[src/rtl/core/mvsm_pkg.sv]
// Shared types and codes for the multi-voice sample mixer.
package mvsm_pkg;

  typedef enum logic [1:0] {
    OP_WRITE  = 2'd0,
    OP_DEFINE = 2'd1,
    OP_START  = 2'd2,
    OP_TICK   = 2'd3
  } op_t;

  typedef enum logic [1:0] {
    STATUS_OK          = 2'd0,
    STATUS_LIST_FULL   = 2'd1,
    STATUS_EMPTY_SOUND = 2'd2
  } status_t;

  typedef enum logic [2:0] {
    ST_IDLE,
    ST_WRITE,
    ST_DEFINE,
    ST_SND_RD,
    ST_START,
    ST_TICK,
    ST_DRAIN,
    ST_FINISH
  } state_t;

  typedef struct packed {
    logic load_in;
    logic mem_wr;
    logic snd_wr;
    logic start_voice;
    logic step;
    logic out_load;
  } cmd_t;

  typedef struct packed {
    logic list_empty;
    logic last_voice;
    logic out_busy;
  } sts_t;

endpackage

[src/rtl/core/mvsm_ctrl.sv]
// Controller state machine that sequences each item through the datapath.
module mvsm_ctrl (
  input  logic             clk,
  input  logic             rst,
  input  logic             in_valid,
  input  logic [1:0]       in_op,
  output logic             in_ready,
  input  mvsm_pkg::sts_t   sts,
  output mvsm_pkg::cmd_t   cmd
);

  mvsm_pkg::state_t state;
  mvsm_pkg::state_t state_next;
  logic             accept;

  assign in_ready = (state == mvsm_pkg::ST_IDLE);
  assign accept   = in_valid && in_ready;

  always_ff @(posedge clk) begin
    if (rst) begin
      state <= mvsm_pkg::ST_IDLE;
    end else begin
      state <= state_next;
    end
  end

  always_comb begin
    state_next = state;
    cmd        = '0;
    cmd.load_in = accept;
    case (state)
      mvsm_pkg::ST_IDLE: begin
        if (accept) begin
          case (mvsm_pkg::op_t'(in_op))
            mvsm_pkg::OP_WRITE:  state_next = mvsm_pkg::ST_WRITE;
            mvsm_pkg::OP_DEFINE: state_next = mvsm_pkg::ST_DEFINE;
            mvsm_pkg::OP_START:  state_next = mvsm_pkg::ST_SND_RD;
            mvsm_pkg::OP_TICK: begin
              state_next = sts.list_empty ? mvsm_pkg::ST_FINISH : mvsm_pkg::ST_TICK;
            end
            default: state_next = mvsm_pkg::ST_FINISH;
          endcase
        end
      end
      mvsm_pkg::ST_WRITE: begin
        cmd.mem_wr = 1'b1;
        state_next = mvsm_pkg::ST_FINISH;
      end
      mvsm_pkg::ST_DEFINE: begin
        cmd.snd_wr = 1'b1;
        state_next = mvsm_pkg::ST_FINISH;
      end
      mvsm_pkg::ST_SND_RD: begin
        state_next = mvsm_pkg::ST_START;
      end
      mvsm_pkg::ST_START: begin
        cmd.start_voice = 1'b1;
        state_next      = mvsm_pkg::ST_FINISH;
      end
      mvsm_pkg::ST_TICK: begin
        cmd.step = 1'b1;
        if (sts.last_voice) begin
          state_next = mvsm_pkg::ST_DRAIN;
        end
      end
      mvsm_pkg::ST_DRAIN: begin
        state_next = mvsm_pkg::ST_FINISH;
      end
      mvsm_pkg::ST_FINISH: begin
        if (!sts.out_busy) begin
          cmd.out_load = 1'b1;
          state_next   = mvsm_pkg::ST_IDLE;
        end
      end
      default: state_next = mvsm_pkg::ST_IDLE;
    endcase
  end

endmodule

[config.mk]
export PLATFORM = sky130hd
export DESIGN_NAME = mvsm_ctrl
export DESIGN_NICKNAME = d
export VERILOG_FILES = /design/src/rtl/core/mvsm_pkg.sv /design/src/rtl/core/mvsm_ctrl.sv
export SDC_FILE = /design/constraint.sdc
export NUM_CORES = 1
export LEC_CHECK = 0
export BUFFER_PORTS_ARGS = -buffer_cell sky130_fd_sc_hd__buf_2
export CAP_MARGIN = 10
export CELL_PAD_IN_SITES_DETAIL_PLACEMENT = 1
export CELL_PAD_IN_SITES_GLOBAL_PLACEMENT = 2
export CORE_MARGIN = 5
export CORE_UTILIZATION = 18
export CTS_CLUSTER_DIAMETER = 120
export DETAILED_ROUTE_END_ITERATION = 7
export PLACE_DENSITY_LB_ADDON = 0.1
export RECOVER_POWER = 25
export SYNTH_ARGS = -nofsm -noshare
export SYNTH_HDL_FRONTEND = slang
export SYNTH_SLANG_ARGS = --single-unit
[constraint.sdc]
create_clock -name clk -period 1.1 [get_ports clk]
set_input_delay 0.22 -clock clk [delete_from_list [all_inputs] [get_ports clk]]
set_output_delay 0.22 -clock clk [all_outputs]
set_load 0.02 [all_outputs]
==> impl_metrics.env, run 1 <==
export IMPL_outcome="finished with violations"
export IMPL_violations="setup timing"
export IMPL_post_route_period_util=1.25
export IMPL_fp_dieW_um=48.4
export IMPL_cts_sinks=3
export IMPL_final_setup_viol_count=10
export IMPL_syn_num_nets=42
export IMPL_syn_area_per_cell_um2=7.80
export IMPL_cts_root_buffer="clkbuf_4"
export IMPL_avgViaCountPerCell=4.99
export IMPL_drt_pass1_iterations=2
export IMPL_fill_cells=160
export IMPL_met2_usage=0.150
export IMPL_fmax_mhz=727
export IMPL_arrival_ns=1.16
export IMPL_synth_edf_count=0
export IMPL_slew_headroom=0.779
export IMPL_end_kind="output pin"
export IMPL_insertion_delay_ns=0.25
export IMPL_routed_wl_um=1190
export IMPL_fin_crit_ns=1.38
export IMPL_multiInputGateArea_um2=260
export IMPL_finalHoldViolations=0
export IMPL_overflow=0
export IMPL_power_density_nw_per_um2=1970
export IMPL_yosysSeqAreaShare=0.226
export IMPL_antenna_found_initial=0
export IMPL_fin_ws_ns=-0.276
export IMPL_numCtsBuffers=3
export IMPL_crit_fanout=3
export IMPL_use_met1=0.111
export IMPL_tightest_slew_ns=0.328
export IMPL_ys_flop_type="dfxtp_1"
export IMPL_register_area_um2=71.3
export IMPL_reg_largest_list="state (3)"
export IMPL_io_pins=15
export IMPL_ys_ff_latch=3
export IMPL_grt_busiest_layer="met2"
export IMPL_synth_warnings=0
export IMPL_routedWlPerCell_um=15.4
export IMPL_syn_inst=34
export IMPL_dr_first_iter_drc_count=1
export IMPL_placed_cell_area_um2=422
export IMPL_worstSetupPathType="register to output pin"
export IMPL_drive_above_1_share=0.774
export IMPL_crit_path_start_kind="register"
export IMPL_drcViolationCount=0
export IMPL_fin_skew_ns=0.00191
export IMPL_vias=384
export IMPL_h_tree_depth=1
export IMPL_cp_required_ns=0.88
export IMPL_hold_path_class="input pin to register"
export IMPL_rsz0062_at_grt="true"
export IMPL_num_rows=13
export IMPL_port_buffers=14
export IMPL_gp_congestion=0.698
export IMPL_nets=71
export IMPL_yosys_area_top_type_share=0.226
export IMPL_hpwlAfterDp_um=777
export IMPL_synthesis_area_um2=265
export IMPL_use_met3=0.0398
export IMPL_place_inst=68
export IMPL_p_leak_uw=0.000268
export IMPL_clkTransAtPathRegs_ns=0.04
export IMPL_synthToLayoutAreaGrowth_pct=134
export IMPL_final_antenna_net_count=0
export IMPL_drv_cap=0
export IMPL_cts_hold_fix_buffers=0
export IMPL_cts_buffer_depth=2
export IMPL_synthArstFlopShare=0
export IMPL_grt_pass1_vias=403
export IMPL_synth_cell_types=23
export IMPL_largest_reg_flops=3
export IMPL_n_antenna_cell=0
export IMPL_initial_core_util=0.196
export IMPL_peakVddDrop_uv=789
export IMPL_slew_viol_final=0
export IMPL_regMostFlops="state"
export IMPL_grt_usage=0.103
export IMPL_core_um2=1350
export IMPL_finalNonFillerCells=77
export IMPL_synth_area_leaders="dfxtp_1, buf_4, nor3b_1"
export IMPL_grt_pass1_wl_um=1810
export IMPL_synth_top_cell_by_area="dfxtp_1"
export IMPL_dieHeight_um=48.4
export IMPL_design_area_um2=621
export IMPL_die_area_um2=2340
export IMPL_cts_tree="done"
export IMPL_grt_max_degree=8
-- cell usage in the layout, fill, tap and decap left out --
cell type,n
buf_4,9
nor4_4,1
nor3_4,2
o32ai_1,1
a211oi_2,1
o21ai_0,1
inv_4,1
a21o_1,1
nand2_4,1
and2_1,1
clkbuf_4,3
buf_6,12
buf_2,7
o21ai_2,1
a2bb2oi_2,1
nor2_4,2
a311o_1,1
or4b_4,1
nor3b_2,2
nand2b_1,2
nor2_1,1
dfxtp_4,3
a41oi_2,1
clkbuf_1,1
o21ai_1,1
nand2_1,2
o2bb2ai_1,1
a31oi_1,1
-- final cells by class --
cell class / count / share of cell area
multi-input combinational: 26 / 0.419
timing repair buffer: 28 / 0.383
sequential: 3 / 0.115
clock buffer: 4 / 0.0423
tap: 15 / 0.0302
inverter: 1 / 0.0101
-- final timing paths --
path                    startpoint               endpoint  slack, ns  cells after the start
max          state[1]$_SDFFE_PP0P_                 cmd[2]      -0.28                      4
min                            rst  state[0]$_SDFFE_PP0P_       0.17                      2
max reg2reg  state[1]$_SDFFE_PP0P_  state[0]$_SDFFE_PP0P_      -0.21                      4
min reg2reg  state[2]$_SDFFE_PP0P_  state[2]$_SDFFE_PP0P_       0.63                      2
-- metal layers --
metal | up-vias | share of wire
li1 | 186 | -
met3 | 4 | 0.061
met5 | - | 0
met1 | 180 | 0.40
met4 | 0 | 0.049
met2 | 14 | 0.49
-- cells by family after synthesis --
family,count (synthesis),synth area share
AOI/OAI and AO/OA,11,0.307
buffers and inverters,5,0.132
DFF,3,0.226
and+or+nand+nor,15,0.335
-- stage by stage --
stage	setup WS [ns]	hold slack, ns	TNS (ns)	power (uW)	utilization
final	-0.276	0.173	-1.98	1220	0.460
after CTS	-0.276	0.170	-2.22	1090	0.411
after floorplan	-0.153	0.298	-0.507	530	-
after global routing	-0.311	0.161	-2.45	1300	0.460
after detailed placement	-0.186	0.432	-1.07	701	0.312
after global placement	-0.148	0.432	-0.864	692	0.312
-- critical path, cell delays in order, from the launching register on --
cell     delay [ns]
dfxtp_4        0.35
buf_6          0.12
buf_6          0.12
nor3b_2        0.15
buf_4          0.17
-- repair_timing --
item,in CTS,in global routing
buffers inserted,6,0
pin swaps,5,10
endpoints found under the setup margin,10,10
gates resized for setup,21,18
-- where the power goes --
| part | switching [uW] | total, uW | leakage [uW] | internal, uW |
|---|---|---|---|---|
| Clock | 73.4 | 210 | 0.0000150 | 137 |
| Sequential | 74.3 | 229 | 0.0000267 | 155 |
| Combinational | 358 | 782 | 0.000227 | 425 |
| Total | 505 | 1220 | 0.000268 | 717 |
-- cells in the mapped netlist, types with 2 or more instances --
cell type and count:
dfxtp_1 3, nor3_1 2, nor3b_1 2, buf_4 2, nand2b_1 2, o21ai_0 2
nor2_1 3, nand2_1 3
(Power assumes the default switching activity.)
==> run 2: changes to the inputs <==
--- a/config.mk
+++ b/config.mk
@@ -13,8 +13,9 @@
 export CORE_UTILIZATION = 18
 export CTS_CLUSTER_DIAMETER = 120
 export DETAILED_ROUTE_END_ITERATION = 7
-export PLACE_DENSITY_LB_ADDON = 0.1
+export PLACE_DENSITY_LB_ADDON = 0.2
 export RECOVER_POWER = 25
+export SLEW_MARGIN = 20
 export SYNTH_ARGS = -nofsm -noshare
 export SYNTH_HDL_FRONTEND = slang
 export SYNTH_SLANG_ARGS = --single-unit
==> impl_metrics.env, run 2 (synthesized netlist as in run 1, its figures left out) <==
export IMPL_outcome="finished with violations"
export IMPL_violations="setup timing"
export IMPL_crit_path_start_kind="register"
export IMPL_finalNonFillerCells=80
export IMPL_hold_path_depth=2
export IMPL_worstSetupPathType="register to output pin"
export IMPL_die_area_um2=2340
export IMPL_fill_cells=161
export IMPL_core_um2=1350
export IMPL_drv_cap=0
export IMPL_p_leak_uw=0.000298
export IMPL_drt_pass1_iterations=3
export IMPL_rsz0062_at_grt="true"
export IMPL_r2r_slack_ns=-0.27
export IMPL_place_inst=67
export IMPL_wl_met2_um=762
export IMPL_dr_wl_met3_um=40
export IMPL_timing_rr_end="state[0]$_SDFFE_PP0P_"
export IMPL_port_buffers=14
export IMPL_cts_sinks=3
export IMPL_layout_commonest_cell="buf_4"
export IMPL_dieHeight_um=48.4
export IMPL_drcViolationCount=0
export IMPL_gp_congestion=0.717
export IMPL_h_tree_depth=1
export IMPL_cts_tree="done"
export IMPL_m1WireLength_um=444
export IMPL_io_pins=15
export IMPL_initial_core_util=0.196
export IMPL_peakVddDrop_uv=705
export IMPL_synthToLayoutAreaGrowth_pct=151
export IMPL_grt_pass1_wl_um=2000
export IMPL_cts_hold_fix_buffers=0
export IMPL_antenna_found_initial=0
export IMPL_layout_common_cells="buf_4, buf_2, buf_6"
export IMPL_design_area_um2=667
export IMPL_fin_ws_ns=-0.330
export IMPL_drive_above_1_share=0.800
export IMPL_overflow=0
export IMPL_min_from="rst"
export IMPL_clkTransAtPathRegs_ns=0.04
export IMPL_place_ws_ns=-0.201
export IMPL_fin_crit_ns=1.43
export IMPL_min_to="state[0]$_SDFFE_PP0P_"
export IMPL_finalHoldViolations=0
export IMPL_slew_viol_final=0
export IMPL_r2r_start="state[2]$_SDFFE_PP0P_"
export IMPL_nets=74
export IMPL_cp_required_ns=0.88
export IMPL_crit_fanout=3
export IMPL_fin_skew_ns=0.00403
export IMPL_num_rows=13
export IMPL_top_layer="met3"
export IMPL_vias=387
export IMPL_cts_root_buffer="clkbuf_4"
export IMPL_routed_wl_um=1250
export IMPL_grt_max_degree=7
export IMPL_insertion_delay_ns=0.23
export IMPL_power_density_nw_per_um2=1990
export IMPL_hold_path_class="input pin to register"
export IMPL_placed_cell_area_um2=439
export IMPL_avgViaCountPerCell=4.84
export IMPL_fin_util=0.494
export IMPL_routedWlPerCell_um=15.6
export IMPL_reg_largest_list="state (3)"
export IMPL_post_route_period_util=1.30
export IMPL_fp_dieW_um=48.4
export IMPL_fmax_mhz=699
export IMPL_arrival_ns=1.21
export IMPL_dr_first_iter_drc_count=5
export IMPL_holdWs_ns=0.205
export IMPL_end_kind="output pin"
export IMPL_regMostFlops="state"
export IMPL_numCtsBuffers=3
export IMPL_final_setup_viol_count=10
export IMPL_tightest_slew_ns=0.292
export IMPL_cts_buffer_depth=2
export IMPL_n_antenna_cell=0
export IMPL_largest_reg_flops=3
export IMPL_grt_usage=0.109
export IMPL_slew_headroom=0.804
export IMPL_grt_pass1_vias=435
export IMPL_final_antenna_net_count=0
export IMPL_reg2reg_depth=4
-- run 2: changes by cell type in the layout (fill, tap and decap cells not counted), sizes merged --
cell	previous run	this run
buf	28	31
-- run 2: worst max-delay path by stage --
stage	start	end	slack, ns	cells past startpoint
detailed placement	state[2]$_SDFFE_PP0P_	cmd[5]	-0.20	4
global route	state[2]$_SDFFE_PP0P_	cmd[4]	-0.37	4
finish	state[2]$_SDFFE_PP0P_	cmd[5]	-0.33	4
global placement	state[1]$_SDFFE_PP0P_	state[0]$_SDFFE_PP0P_	-0.19	3
CTS	state[0]$_SDFFE_PP0P_	cmd[5]	-0.35	4
floorplan	state[2]$_SDFFE_PP0P_	cmd[5]	-0.15	4
-- run 2: per-layer routing --
metal	GRT usage	up-vias
met3	0.0428	0
met2	0.220	8
met5	0	-
met1	0.0965	190
met4	0.0276	0
li1	-	189
-- run 2: stage by stage --
step / setup TNS (ns) / total power, uW
global placement: -1.17 / 749
global route: -3.04 / 1410
finish: -2.46 / 1320
floorplan: -0.507 / 530
detailed placement: -1.25 / 765
CTS: -2.43 / 1270
-- run 2: layout make-up --
type	count	area, um^2	area share
sequential	3	71.3	0.107
clock buffer	4	26.3	0.0394
tap	15	18.8	0.0281
multi-input combinational	26	279	0.418
inverter	1	3.75	0.00563
timing repair buffer	31	268	0.402
-- run 2: critical path, cell delays in order, from the launching register on --
cell,delay (ns)
dfxtp_4,0.34
buf_6,0.12
nor3_4,0.23
and2_4,0.18
buf_6,0.10
-- run 2: power breakdown --
part           leakage (uW)  total [uW]  switching [uW]  internal, uW
registers         0.0000267         191            36.8           154
logic              0.000257         938             423           515
clock network     0.0000150         195            59.1           136
total              0.000298        1320             519           805
-- run 2: timing repair --
| action | CTS | global route |
|---|---|---|
| buffers inserted | 7 | 2 |
| gates resized for setup | 28 | 7 |
| pin swaps | 9 | 6 |
| gates cloned | 1 | 0 |
| endpoints found under the setup margin | 10 | 10 |
